**config.mk**
```make
export PLATFORM = sky130hd
export DESIGN_NAME = axle_pulse_train_detector
export DESIGN_NICKNAME = d
export VERILOG_FILES = /design/src/design/aptd_pkg.sv /design/src/design/aptd_engine.sv /design/src/design/axle_pulse_train_detector.sv
export SDC_FILE = /design/constraint.sdc
export NUM_CORES = 1
export LEC_CHECK = 0
export BUFFER_PORTS_ARGS = -buffer_cell sky130_fd_sc_hd__buf_2
export CORE_MARGIN = 2
export CORE_UTILIZATION = 60
export DETAILED_ROUTE_END_ITERATION = 12
export PLACE_DENSITY = 0.84
export REMOVE_ABC_BUFFERS = 1
export SLEW_MARGIN = 20
export SYNTH_ARGS = -nofsm -noshare
export SYNTH_HDL_FRONTEND = slang
export SYNTH_SLANG_ARGS = --single-unit
```
**constraint.sdc**
```tcl
create_clock -name aclk -period 23.4 [get_ports aclk]
set_clock_uncertainty 0.1 [all_clocks]
set_input_delay 4.68 -clock aclk [delete_from_list [all_inputs] [get_ports aclk]]
set_output_delay 4.68 -clock aclk [all_outputs]
set_load 0.05 [all_outputs]
```
**src/design/aptd_pkg.sv**
```systemverilog
// shared types and constants for the axle pulse train detector
package aptd_pkg;

    localparam int unsigned CFG_IDX_W = 3;
    localparam int unsigned CFG_DATA_W = 32;
    localparam int unsigned TALLY_W = 4;

    typedef enum logic [CFG_IDX_W-1:0] {
        REG_SENSOR_HOLD = 3'd0,
        REG_WINDOW      = 3'd1,
        REG_EDGES       = 3'd2,
        REG_LED_HOLD    = 3'd3,
        REG_COOLDOWN    = 3'd4
    } cfg_idx_t;

    localparam logic [31:0] SENSOR_HOLD_RST = 32'd60000;
    localparam logic [31:0] WINDOW_RST = 32'd10000;
    localparam logic [TALLY_W-1:0] EDGES_RST = 4'd8;
    localparam logic [31:0] LED_HOLD_RST = 32'd30000;
    localparam logic [31:0] COOLDOWN_RST = 32'd180000;

    typedef struct packed {
        logic [31:0]        sensor_hold_ms;
        logic [31:0]        window_ms;
        logic [TALLY_W-1:0] edges_needed;
        logic [31:0]        led_hold_ms;
        logic [31:0]        cooldown_ms;
    } cfg_t;

    typedef struct packed {
        logic        button_level;
        logic        sensor_level;
        logic [31:0] now_ms;
    } item_t;

    typedef struct packed {
        logic [TALLY_W-1:0] edge_tally;
        logic               cooldown_on;
        logic               test_report;
        logic               train_report;
        logic               indicator_on;
        logic               sensor_ok;
    } result_t;

    localparam int unsigned IN_TDATA_W = 40;
    localparam int unsigned OUT_TDATA_W = 16;

endpackage

```
**src/design/aptd_engine.sv**
```systemverilog
// detector state and the per-sample step logic
module aptd_engine #(
    parameter int unsigned TIME_WIDTH = 32
) (
    input  logic             aclk,
    input  logic             aresetn,
    input  logic             step_en,
    input  aptd_pkg::item_t  item,
    input  aptd_pkg::cfg_t   cfg,
    output aptd_pkg::result_t result
);

    localparam int unsigned CMP_W = (TIME_WIDTH > 32) ? TIME_WIDTH : 32;

    typedef logic [TIME_WIDTH-1:0] stamp_t;

    logic                         status_reg, status_next;
    logic                         last_level_reg, last_level_next;
    stamp_t                       low_since_reg, low_since_next;
    logic                         low_valid_reg, low_valid_next;
    stamp_t                       win_start_reg, win_start_next;
    logic                         win_valid_reg, win_valid_next;
    logic [aptd_pkg::TALLY_W-1:0] count_reg, count_next;
    stamp_t                       lamp_since_reg, lamp_since_next;
    logic                         lamp_valid_reg, lamp_valid_next;
    stamp_t                       cool_since_reg, cool_since_next;
    logic                         cool_valid_reg, cool_valid_next;

    stamp_t                       now;
    stamp_t                       low_el, win_el, lamp_el, cool_el;
    logic                         pressed, lamp_start, edge_seen, count_ok, train;
    logic                         win_open;
    logic                         lamp_on, cool_on;
    logic [aptd_pkg::TALLY_W-1:0] count_inc;

    always_comb begin
        now = stamp_t'(item.now_ms);
        pressed = !item.button_level;

        // test button
        lamp_start = pressed && !lamp_valid_reg;
        lamp_since_next = lamp_start ? now : lamp_since_reg;
        lamp_on = lamp_valid_reg || lamp_start;

        // sensor status with low hold
        status_next = status_reg;
        low_since_next = low_since_reg;
        low_valid_next = low_valid_reg;
        if (item.sensor_level) begin
            low_valid_next = 1'b0;
            status_next = 1'b1;
        end else begin
            if (!low_valid_reg) begin
                low_since_next = now;
            end
            low_valid_next = 1'b1;
        end
        low_el = now - low_since_next;
        if (!item.sensor_level && (CMP_W'(low_el) > CMP_W'(cfg.sensor_hold_ms))) begin
            status_next = 1'b0;
        end

        // edge counting
        edge_seen = item.sensor_level != last_level_reg;
        last_level_next = item.sensor_level;
        win_start_next = (edge_seen && !win_valid_reg) ? now : win_start_reg;
        win_open = win_valid_reg || edge_seen;
        win_el = now - win_start_next;
        count_inc = count_reg + 1'b1;
        count_ok = edge_seen && !cool_valid_reg
                   && (CMP_W'(win_el) < CMP_W'(cfg.window_ms));
        train = count_ok && (count_inc >= cfg.edges_needed);

        count_next = count_reg;
        if (count_ok) begin
            count_next = train ? '0 : count_inc;
        end
        cool_since_next = cool_since_reg;
        cool_on = cool_valid_reg;
        if (train) begin
            win_open = 1'b0;
            cool_since_next = now;
            cool_on = 1'b1;
            lamp_since_next = now;
            lamp_on = 1'b1;
        end

        // window lapse
        win_valid_next = win_open;
        if (win_open && (CMP_W'(win_el) > CMP_W'(cfg.window_ms))) begin
            count_next = '0;
            win_valid_next = 1'b0;
        end

        // indicator and cooldown timeouts
        lamp_el = now - lamp_since_next;
        lamp_valid_next = lamp_on && !(CMP_W'(lamp_el) > CMP_W'(cfg.led_hold_ms));
        cool_el = now - cool_since_next;
        cool_valid_next = cool_on && !(CMP_W'(cool_el) > CMP_W'(cfg.cooldown_ms));

        result.sensor_ok = status_next;
        result.indicator_on = lamp_valid_next;
        result.train_report = train;
        result.test_report = lamp_start;
        result.cooldown_on = cool_valid_next;
        result.edge_tally = count_next;
    end

    always_ff @(posedge aclk) begin
        if (!aresetn) begin
            status_reg <= 1'b0;
            last_level_reg <= 1'b0;
            low_valid_reg <= 1'b0;
            win_valid_reg <= 1'b0;
            count_reg <= '0;
            lamp_valid_reg <= 1'b0;
            cool_valid_reg <= 1'b0;
        end else if (step_en) begin
            status_reg <= status_next;
            last_level_reg <= last_level_next;
            low_valid_reg <= low_valid_next;
            win_valid_reg <= win_valid_next;
            count_reg <= count_next;
            lamp_valid_reg <= lamp_valid_next;
            cool_valid_reg <= cool_valid_next;
        end
    end

    // timestamps are only read while their valid flag is set
    always_ff @(posedge aclk) begin
        if (step_en) begin
            low_since_reg <= low_since_next;
            win_start_reg <= win_start_next;
            lamp_since_reg <= lamp_since_next;
            cool_since_reg <= cool_since_next;
        end
    end

    a_no_count_in_cooldown: assert property (@(posedge aclk) disable iff (!aresetn)
        step_en && cool_valid_reg |-> !result.train_report)
        else $error("train reported while cooldown running");

    a_closed_window_empty: assert property (@(posedge aclk) disable iff (!aresetn)
        !win_valid_reg |-> count_reg == '0)
        else $error("edge count held with no open window");

    a_train_restarts: assert property (@(posedge aclk) disable iff (!aresetn)
        step_en && result.train_report |=> !win_valid_reg && cool_valid_reg)
        else $error("train did not close window and start cooldown");

endmodule

```
**src/design/axle_pulse_train_detector.sv**
```systemverilog
// top level of the axle pulse train detector with stream and config ports
//
// One sample item is taken per clock cycle while s_tready is high, and each gives
// exactly one result item. An accepted item sits in an input register until it
// advances, the step logic updates the detector state from it as it advances and
// the result lands in an output register. The throughput is one item per cycle
// while the result side keeps taking items. That rate is set by the state update
// in aptd_engine, which takes one step per item: every sample sees the state
// left by the sample before it. Configuration writes are taken at any time on
// their own channel and must only be issued while the block holds no item.
module axle_pulse_train_detector #(
    parameter int unsigned TIME_WIDTH = 32
) (
    input  logic                                aclk,
    input  logic                                aresetn,
    input  logic                                s_tvalid,
    output logic                                s_tready,
    // now_ms[31:0], sensor_level[32], button_level[33], zero pad[39:34]
    input  logic [aptd_pkg::IN_TDATA_W-1:0]     s_tdata,
    output logic                                m_tvalid,
    input  logic                                m_tready,
    // sensor_ok[0], indicator_on[1], train_report[2], test_report[3],
    // cooldown_on[4], edge_tally[8:5], zero pad[15:9]
    output logic [aptd_pkg::OUT_TDATA_W-1:0]    m_tdata,
    input  logic                                cfg_valid,
    output logic                                cfg_ready,
    input  logic [aptd_pkg::CFG_IDX_W-1:0]      cfg_addr,
    input  logic [aptd_pkg::CFG_DATA_W-1:0]     cfg_wdata
);

    localparam int unsigned ITEM_W = $bits(aptd_pkg::item_t);
    localparam int unsigned RES_W = $bits(aptd_pkg::result_t);

    aptd_pkg::cfg_t    cfg_reg;
    aptd_pkg::item_t   item_reg;
    logic              in_valid_reg;
    aptd_pkg::result_t result_reg;
    aptd_pkg::result_t step_result;
    logic              out_valid_reg;
    logic              advance;

    assign advance = in_valid_reg && (!out_valid_reg || m_tready);
    assign s_tready = !in_valid_reg || advance;
    assign cfg_ready = 1'b1;
    assign m_tvalid = out_valid_reg;
    assign m_tdata = {(aptd_pkg::OUT_TDATA_W - RES_W)'(0), result_reg};

    always_ff @(posedge aclk) begin
        if (!aresetn) begin
            cfg_reg.sensor_hold_ms <= aptd_pkg::SENSOR_HOLD_RST;
            cfg_reg.window_ms <= aptd_pkg::WINDOW_RST;
            cfg_reg.edges_needed <= aptd_pkg::EDGES_RST;
            cfg_reg.led_hold_ms <= aptd_pkg::LED_HOLD_RST;
            cfg_reg.cooldown_ms <= aptd_pkg::COOLDOWN_RST;
        end else if (cfg_valid) begin
            unique case (aptd_pkg::cfg_idx_t'(cfg_addr))
                aptd_pkg::REG_SENSOR_HOLD: cfg_reg.sensor_hold_ms <= cfg_wdata;
                aptd_pkg::REG_WINDOW:      cfg_reg.window_ms <= cfg_wdata;
                aptd_pkg::REG_EDGES: begin
                    cfg_reg.edges_needed <= cfg_wdata[aptd_pkg::TALLY_W-1:0];
                end
                aptd_pkg::REG_LED_HOLD:    cfg_reg.led_hold_ms <= cfg_wdata;
                aptd_pkg::REG_COOLDOWN:    cfg_reg.cooldown_ms <= cfg_wdata;
                default: ;
            endcase
        end
    end

    always_ff @(posedge aclk) begin
        if (!aresetn) begin
            in_valid_reg <= 1'b0;
            out_valid_reg <= 1'b0;
        end else begin
            if (s_tready) begin
                in_valid_reg <= s_tvalid;
            end
            if (advance) begin
                out_valid_reg <= 1'b1;
            end else if (m_tready) begin
                out_valid_reg <= 1'b0;
            end
        end
    end

    always_ff @(posedge aclk) begin
        if (s_tvalid && s_tready) begin
            item_reg <= aptd_pkg::item_t'(s_tdata[ITEM_W-1:0]);
        end
        if (advance) begin
            result_reg <= step_result;
        end
    end

    aptd_engine #(
        .TIME_WIDTH(TIME_WIDTH)
    ) u_engine (
        .aclk    (aclk),
        .aresetn (aresetn),
        .step_en (advance),
        .item    (item_reg),
        .cfg     (cfg_reg),
        .result  (step_result)
    );

    a_train_lights: assert property (@(posedge aclk) disable iff (!aresetn)
        m_tvalid && result_reg.train_report |->
            result_reg.cooldown_on && result_reg.indicator_on
            && result_reg.edge_tally == '0)
        else $error("train item without indicator, cooldown or cleared tally");

    a_test_lights: assert property (@(posedge aclk) disable iff (!aresetn)
        m_tvalid && result_reg.test_report |-> result_reg.indicator_on)
        else $error("test item with dark indicator");

    a_result_follows: assert property (@(posedge aclk) disable iff (!aresetn)
        advance |=> m_tvalid)
        else $error("stepped item produced no result");

endmodule

```
==> results of run 1 <==
-- placed cells by master, fill, tap and decap left out, drive strengths merged, types with 33 or more instances in the layout --
master	instances
xor2	50
a21o	101
clkbuf	53
nand4	46
nand3	36
dfxtp	144
buf	94
xnor2	72
a21oi	144
o211ai	39
mux2i	110
o21ai	77
inv	296
a21boi	107
nor2	101
nor2b	33
ha	252
nand2	340
edfxtp	171
-- final cells by class --
class	instances	share of cell area, %
inverter	293	4.566
sequential	315	33.14
timing repair buffer	94	2.058
tap	468	2.420
clock buffer	53	4.509
clock inverter	15	0.4965
multi-input combinational	1781	52.81
-- cells by family (layout without fill, tap and decap cells) --
| kind of cell | count (synthesis) | after routing |
|---|---|---|
| xor gates and xnor gates | 122 | 122 |
| and+or+nand+nor | 654 | 654 |
| muxes | 121 | 121 |
| AOI/OAI and AO/OA | 619 | 619 |
| DFF | 315 | 315 |
| adders and majority gates | 257 | 257 |
| other | 2 | 8 |
| buffers and inverters | 378 | 455 |
-- power groups by stage --
stage	sequential (uW)	clock, uW	combinational [uW]
floorplan	639	0	388
global placement	642	0	488
detailed placement	643	0	512
CTS	632	584	517
global route	635	605	583
finish	633	578	524
-- synth_stat cells (39+ instances only) --
library cell    n  share of area (%)
nand2_1       340                5.7
inv_1         293                5.0
ha_1          252                 14
edfxtp_1      171                 23
dfxtp_1       144                 13
a21oi_1       143                3.2
mux2i_1       110                5.0
a21boi_0      105                3.5
a21o_1        101                3.4
nor2_1        100                1.7
o21ai_0        73                1.6
xnor2_1        72                2.8
clkbuf_1       67                1.1
xor2_1         50                2.0
nand4_1        46                1.3
o211ai_1       39                1.3
-- metrics by stage --
stage	setup WS, ps	hold slack [ps]	cells	area, sq um	total power (uW)
floorplan	11300	343.4	2389	21870	1027
global placement	10870	351.5	2951	22980	1130
detailed placement	10490	356.8	2951	22980	1155
CTS	10390	367.3	3019	24190	1734
global route	9278	389.1	3019	24190	1823
finish	10160	363.8	3019	24190	1735
-- per-layer routing --
layer  vias up  wire length (um)  share of wire, %  track usage [%]
met5         -                 0                 0                0
met4         0              1832               3.2            11.25
met3       138              4834               8.5            5.099
met2       690             25860                46            48.02
met1      8707             24310                43            38.66
li1       8792                 -                 -                -
-- critical path, delay by kind of cell (launching register included) --
| family | cells | cell delay (ps) |
|---|---|---|
| mux | 1 | 330 |
| fa+ha+maj | 5 | 1350 |
| simple gates | 10 | 2680 |
| flops | 1 | 610 |
| xor+xnor | 3 | 880 |
| compound gates | 23 | 6240 |
| buf+inv | 3 | 800 |
-- final timing paths --
check                           startpoint                  endpoint  slack (ps)
hold / removal    cfg_reg[35]$_SDFFE_PN0P_  cfg_reg[35]$_SDFFE_PN0P_         360
hold reg to reg   cfg_reg[35]$_SDFFE_PN0P_  cfg_reg[35]$_SDFFE_PN0P_         360
setup / recovery    item_reg[32]$_DFFE_PP_      m_tdata[4]$_DFFE_PP_       10160
setup reg to reg    item_reg[32]$_DFFE_PP_      m_tdata[4]$_DFFE_PP_       10160
==> results.yml, run 1 <==
power:
  switching_share_pct: 32.53
  internal_power_uw: 1171
  clockPowerShare_pct: 33.3
  p_sw_uw: 564.5
  p_leak_uw: 0.01064
  seqPwrFrac_pct: 36.5
  power.density_nw_per_um2: 71.72
  power_frac_comb_pct: 30.2
  ir_drop_uv: 44.10
cells_and_area:
  largest_register_ffs: 132
  final_util_pct: 66.25
  register_area_sq_um: 8018
  fillerInstances: 2773
  multi_input_area_sq_um: 12780
  area_growth_pct: 8.941
  diodes: 0
  drive_gt1_share_pct: 7.370
  nets: 2858
global_route:
  antenna_found_initial: 0
  grt_start_max_net_pins: 113
  gr-total-overflow: 0
  grt.total_usage_pct: 29.25
  grt_pass1_wl_um: 89880
  grt_pass1_vias: 18040
route:
  drcViolationCount: 0
  ant_nets: 0
  viasPerCell: 6.071
  via_count: 18330
  drt_iter0_drc: 1336
  drt_wl_total_um: 56840
  wl_per_cell_um: 18.83
  first_pass_iters: 5
placed_design:
  dpl.hpwl_um: 41760
  io_buffers: 84
  gp_congestion: 0.9434
floorplan:
  die_h_um: 196.4
  die_width_um: 196.4
  dieArea_sq_um: 38570
  rows: 70
  start_util_pct: 60.81
  io_pins: 99
  core_area_sq_um: 36520
timing:
  post-route-period-util_pct: 56.57
  finalCriticalPeriod_ps: 13240
  tns_ps: 0
  tightest_slew_ps: 1067
  slew_headroom_pct: 28.59
  hold_viol_final: 0
  finalMaxSlewViolations: 0
  grt_setup_unrepaired: "false"
  fmax_ghz: 0.07554
  final-setup-viol-count: 0
clock_tree:
  clkSinkCount: 315
  cts_root_buffer: "clkbuf_16"
  ctsLongestPathBuffers: 3
  post_cts_resized: 0
  numCtsBuffers: 38
  cts_hold_buf: 0
  htreeDepth: 2
  post_cts.repair.setup_buffers: 0
  clk_pin_slew_ps: 60
  clock_latency_ps: 560
  cts_tree: "yes"
synth:
  yosysWarningCount: 0
  yosys.area_share.simple_pct: 13.36
  synth.ff_latch_count: 315
  synthCells: 2468
  synth_fa_ha_area_share_pct: 14.56
  synth_area_per_cell_sq_um: 8.999
  synth_flop_cell: "edfxtp_1"
  synth_cell_types: 85
  syn_area_sq_um: 22210
  synth_xor_area_share_pct: 4.811
  synth_edf_count: 171
  synth_top_family_by_area: "compound AO/OA/AOI/OAI gates"
  synth_compound_area_share_pct: 19.05
  async_flop_share_pct: 0
  seq_area_frac_synth_pct: 36.10
  synth_mux_area_share_pct: 5.515
critical_path:
  worstPathRequired_ps: 23670
  critical_path_class: "reg -> reg"
  cpMaxStageDelayCell: "nand2_2"
  path_max_fanout: 45
  end_kind: "register"
  ff2ff_path_depth: 45
  worstSetupStartpointType: "register"
  cp_common_cell: "a21oi_1"
  worstPathArrival_ps: 13510
  slowest_delay_ps: 750
min_path:
  hold_depth: 2
  hp-class: "reg -> reg"
run_status:
  status: "finished clean"
job:
  drv_cap: 0
(Power assumes the default switching activity.)
==> inputs of run 2 (changes only) <==
==> constraint.sdc (replaced) <==
create_clock -name aclk -period 12.9 [get_ports aclk]
set_clock_uncertainty 0.1 [all_clocks]
set_input_delay 2.58 -clock aclk [delete_from_list [all_inputs] [get_ports aclk]]
set_output_delay 2.58 -clock aclk [all_outputs]
set_load 0.05 [all_outputs]
==> run 2 against run 1 <==
  * Worst hold slack better by 3.0 ps
  * Global-route usage is 0.82 points higher
  * Non-clock buffer count is 5 higher
  * First-iteration DRC count is 12% higher
  * Largest power group unchanged
==> results.yml, run 2 (same netlist as run 1, synthesis figures left out) <==
critical_path:
  cp.depth: 46
  path_max_fanout: 32
  end_kind: "register"
  r2r-start: "item_reg[32]$_DFFE_PP_"
  cpMaxStageDelayCell: "nor4_1"
  slowest_delay_ps: 740
  timing.rr.end: "m_tdata[1]$_DFFE_PP_"
  cp_num_buf_inv: 3
  critical_path_class: "reg -> reg"
  worstPathRequired_ps: 13190
  ff2ff_path_depth: 46
  worstSetupStartpointType: "register"
  crit_family: "compound AO/OA/AOI/OAI gates"
  startpoint: "item_reg[32]$_DFFE_PP_"
  cp_common_cell: "a21o_1"
  crit_end: "m_tdata[1]$_DFFE_PP_"
  rrSetupSlack_ps: 1140
  worstPathArrival_ps: 12050
route:
  wl_met3_um: 4934
  routed.top_layer: "met4"
  drcViolationCount: 0
  ant_nets: 0
  wl_met2_um: 25810
  viasPerCell: 6.081
  first_pass_iters: 6
  wl_per_cell_um: 19.02
  drt_iter0_drc: 1500
  via_count: 18390
  drt_wl_total_um: 57520
  wl_met1_um: 24580
timing:
  finalCriticalPeriod_ps: 11760
  grt_setup_unrepaired: "false"
  hold_slack_ps: 366.8
  hold_viol_final: 0
  fmax_ghz: 0.08503
  slew_headroom_pct: 24.28
  final-setup-viol-count: 0
  finalMaxSlewViolations: 0
  post-route-period-util_pct: 91.17
  tightest_slew_ps: 1133
  tns_ps: 0
cells_and_area:
  largest_register_ffs: 132
  drive_gt1_share_pct: 7.596
  area_growth_pct: 9.161
  final_common_cell: "nand2_1"
  final_cell_mix: "338 x nand2_1, 292 x inv_1, 252 x ha_1"
  nets: 2862
  fillerInstances: 2798
  register_area_sq_um: 8018
  multi_input_area_sq_um: 12780
floorplan:
  die_h_um: 196.4
  dieArea_sq_um: 38570
  start_util_pct: 60.81
  die_width_um: 196.4
  io_pins: 99
  rows: 70
  core_area_sq_um: 36520
power:
  p_leak_uw: 0.01067
  ir_drop_uv: 90.64
  power.total_uw: 3168
  power.density_nw_per_um2: 130.7
clock_tree:
  clock_latency_ps: 570
  cts_tree: "yes"
  clkSinkCount: 315
  ctsLongestPathBuffers: 3
  numCtsBuffers: 37
  post_cts_resized: 0
  clk_pin_slew_ps: 60
  post_cts.repair.setup_buffers: 0
  htreeDepth: 2
  cts_root_buffer: "clkbuf_16"
  cts_hold_buf: 0
placed_design:
  gp_congestion: 0.9554
  io_buffers: 84
  dpl.hpwl_um: 42590
global_route:
  grt_start_max_net_pins: 103
  grt_pass1_wl_um: 92250
  gr-total-overflow: 0
  grt.total_usage_pct: 30.06
  grt_pass1_vias: 18330
  antenna_found_initial: 2
min_path:
  hp-class: "reg -> reg"
  hold_depth: 2
job:
  drv_cap: 0
run_status:
  status: "finished clean"
[run 2: cell types whose count changed in the layout (fill, tap and decap cells not counted)]
| cell | delta |
|---|---|
| buf_4 | +5 |
| clkbuf_1 | -3 |
| diode_2 | +2 |
| bufinv_16 | +1 |
| clkbuf_16 | -1 |
| clkbuf_2 | +1 |
| clkbuf_8 | +1 |
| clkinv_2 | -1 |
| clkinv_4 | +1 |
| clkinvlp_4 | -1 |
| inv_4 | +1 |
| inv_6 | -1 |
[run 2: how the worst min path moves through the flow]
stage | end | start | slack [ps]
6_report | cfg_reg[28]$_SDFFE_PN0P_ | cfg_reg[28]$_SDFFE_PN0P_ | 370
5_1_grt | cfg_reg[4]$_SDFFE_PN0P_ | cfg_reg[4]$_SDFFE_PN0P_ | 380
4_1_cts | cfg_reg[4]$_SDFFE_PN0P_ | cfg_reg[4]$_SDFFE_PN0P_ | 370
3_5_place_dp | cfg_reg[88]$_SDFFE_PN0P_ | cfg_reg[88]$_SDFFE_PN0P_ | 360
3_3_place_gp | cfg_reg[39]$_SDFFE_PN0P_ | cfg_reg[39]$_SDFFE_PN0P_ | 350
2_1_floorplan | cfg_reg[101]$_SDFFE_PN0P_ | cfg_reg[101]$_SDFFE_PN0P_ | 340
[run 2: routing by layer]
layer | GRT usage, % | vias to the layer above
met5 | 0 | -
met3 | 5.151 | 146
met4 | 12.43 | 0
li1 | - | 8802
met2 | 49.32 | 717
met1 | 39.49 | 8724
[run 2: final cells by class]
| cell class | instances | area share (%) |
|---|---|---|
| flip-flops and latches | 315 | 33.07 |
| inverters | 293 | 4.557 |
| clock inverters | 15 | 0.5935 |
| well taps | 468 | 2.415 |
| diodes | 2 | 0.02064 |
| multi-input cells | 1781 | 52.70 |
| clock buffers | 51 | 4.428 |
| repair buffers | 99 | 2.209 |
[run 2: worst min-delay path, delay by kind of cell, from the launching register on]
kind	cells	cell delay, ps
compound gates	1	60
flops	1	310
simple gates	1	40
[run 2: per-stage QoR]
step | setup slack [ps] | instance area [sq um] | utilization (%) | std cells
6_report | 1140 | 24240 | 66.38 | 3024
5_1_grt | 498.8 | 24240 | 66.38 | 3024
3_5_place_dp | 1300 | 23020 | 63.03 | 2956
4_1_cts | 1196 | 24240 | 66.37 | 3022
2_1_floorplan | 797.3 | 21870 | - | 2389
3_3_place_gp | 1480 | 23020 | 63.03 | 2956
[run 2: report_power, final]
| part | total, uW | switching, uW | internal, uW |
|---|---|---|---|
| combinational | 958 | 558 | 400 |
| clock | 1060 | 439 | 625 |
| sequential | 1150 | 35.8 | 1110 |
==> inputs of run 3 (changes only) <==
--- a/config.mk
+++ b/config.mk
@@ -6,6 +6,7 @@
 export NUM_CORES = 1
 export LEC_CHECK = 0
 export BUFFER_PORTS_ARGS = -buffer_cell sky130_fd_sc_hd__buf_2
+export CORE_ASPECT_RATIO = 0.6
 export CORE_MARGIN = 2
 export CORE_UTILIZATION = 60
 export DETAILED_ROUTE_END_ITERATION = 12
==> run 3 against run 2 <==
  * Sequential power about the same
  * Via count increased by 0.97%
  * Global-route usage increased by 1.5 points
  * Die area increased by 0.13%
==> results.yml, run 3 (same netlist as run 1, synthesis figures left out) <==
run_status:
  status: "finished clean"
critical_path:
  timing.rr.end: "m_tdata[1]$_DFFE_PP_"
  slowest_delay_ps: 800
  worstPathRequired_ps: 13170
  worstPathArrival_ps: 12350
  path_max_fanout: 18
  cpMaxStageDelayCell: "nor4_1"
  ff2ff_path_depth: 42
  rrSetupSlack_ps: 820
  cp_common_cell: "a21o_1"
  r2r-start: "item_reg[32]$_DFFE_PP_"
  critical_path_class: "reg -> reg"
  worstSetupStartpointType: "register"
  end_kind: "register"
route:
  ant_nets: 0
  first_pass_iters: 6
  drcViolationCount: 0
  via_count: 18570
  drt_iter0_drc: 1936
  wl_per_cell_um: 20.44
  drt_wl_total_um: 61890
  viasPerCell: 6.132
min_path:
  min_to: "cfg_reg[34]$_SDFFE_PN0P_"
  min-delay-start: "cfg_reg[34]$_SDFFE_PN0P_"
  hp-class: "reg -> reg"
  hold_depth: 2
cells_and_area:
  drive_gt1_share_pct: 7.680
  diodes: 0
  final_common_cell: "nand2_1"
  final_cell_mix: "337 x nand2_1, 292 x inv_1, 252 x ha_1"
  nets: 2861
  final_cells: 3028
  fillerInstances: 2778
  final_util_pct: 66.44
  largest_register_ffs: 132
  area_growth_pct: 8.941
timing:
  grt_setup_unrepaired: "false"
  layout_setup_ws_ps: 815.7
  finalCriticalPeriod_ps: 12080
  finalMaxSlewViolations: 0
  slew_headroom_pct: 30.36
  hold_viol_final: 0
  final-setup-viol-count: 0
  tightest_slew_ps: 1042
  fmax_ghz: 0.08275
  tns_ps: 0
  post-route-period-util_pct: 93.68
clock_tree:
  htreeDepth: 2
  cts_hold_buf: 0
  clock_latency_ps: 540
  ctsLongestPathBuffers: 3
  clk_pin_slew_ps: 60
  cts_root_buffer: "clkbuf_16"
  numCtsBuffers: 34
  post_cts.repair.setup_buffers: 0
  post_cts_resized: 0
  clkSinkCount: 315
  cts_tree: "yes"
floorplan:
  die_width_um: 252.4
  start_util_pct: 60.98
  io_pins: 99
  rows: 54
  core_area_sq_um: 36420
  die_h_um: 153.0
  dieArea_sq_um: 38620
job:
  drv_cap: 0
global_route:
  grt_busiest_layer: "met1"
  grt_use_met2_pct: 46.58
  antenna_found_initial: 0
  grt_util_met3_pct: 6.046
  grt.total_usage_pct: 31.56
  grt_pass1_vias: 17630
  use_met1_pct: 46.89
  gr-total-overflow: 0
  grt_pass1_wl_um: 95770
  grt_start_max_net_pins: 94
placed_design:
  placedCellCount: 2966
  dp_slack_ps: 1208
  dpl.hpwl_um: 46040
  io_buffers: 84
  gp_congestion: 0.9563
power:
  power.density_nw_per_um2: 130.0
  ir_drop_uv: 81.65
  p_leak_uw: 0.01064
==> run 3: worst max-delay path by stage <==
stage	start	end	slack (ps)	cells past startpoint
3_3_place_gp	item_reg[32]$_DFFE_PP_	m_tdata[1]$_DFFE_PP_	1440	42
5_1_grt	item_reg[32]$_DFFE_PP_	m_tdata[1]$_DFFE_PP_	130	43
6_report	item_reg[32]$_DFFE_PP_	m_tdata[1]$_DFFE_PP_	820	42
4_1_cts	item_reg[32]$_DFFE_PP_	m_tdata[1]$_DFFE_PP_	1120	42
2_1_floorplan	item_reg[32]$_DFFE_PP_	m_tdata[1]$_DFFE_PP_	800	41
3_5_place_dp	item_reg[32]$_DFFE_PP_	m_tdata[1]$_DFFE_PP_	1210	42
==> run 3: final cells by class <==
| type | count | area [sq um] | area share [%] |
|---|---|---|---|
| multi-input cells | 1781 | 12780 | 52.84 |
| repair buffers | 101 | 550.5 | 2.275 |
| clock buffers | 43 | 978.4 | 4.044 |
| well taps | 476 | 595.6 | 2.462 |
| inverters | 293 | 1105 | 4.566 |
| clock inverters | 19 | 163.9 | 0.6775 |
| flip-flops and latches | 315 | 8018 | 33.14 |
==> run 3: critical path: cells and delay by family (launching register included) <==
kind                     cells  cell delay (ps)
flip-flops                   1              520
AO/OA/AOI/OAI               22             5320
AND/OR/NAND/NOR             10             3200
adder cells (fa/ha/maj)      4             1100
multiplexers                 1              200
buffers and inverters        2              440
XOR/XNOR                     3              990
==> run 3: per-layer routing <==
| layer | up-vias | wire length (um) |
|---|---|---|
| li1 | 8801 | - |
| met1 | 8772 | 27510 |
| met2 | 872 | 25860 |
| met3 | 122 | 6871 |
| met4 | 0 | 1649 |
| met5 | - | 0 |
==> run 3: report_power, final <==
group          internal (uW)  switching, uW
clock                    583            438
sequential              1110           40.1
combinational            401            573
total                   2090           1050
==> run 3: metrics by stage <==
step                      cell area [sq um]  power, uW  hold WS (ps)
after floorplan                       21870       1863         343.4
after global placement                23040       2061         352.0
after detailed placement              23050       2112         359.5
after CTS                             24190       3126         367.7
after global routing                  24190       3291         384.4
final                                 24190       3144         367.8
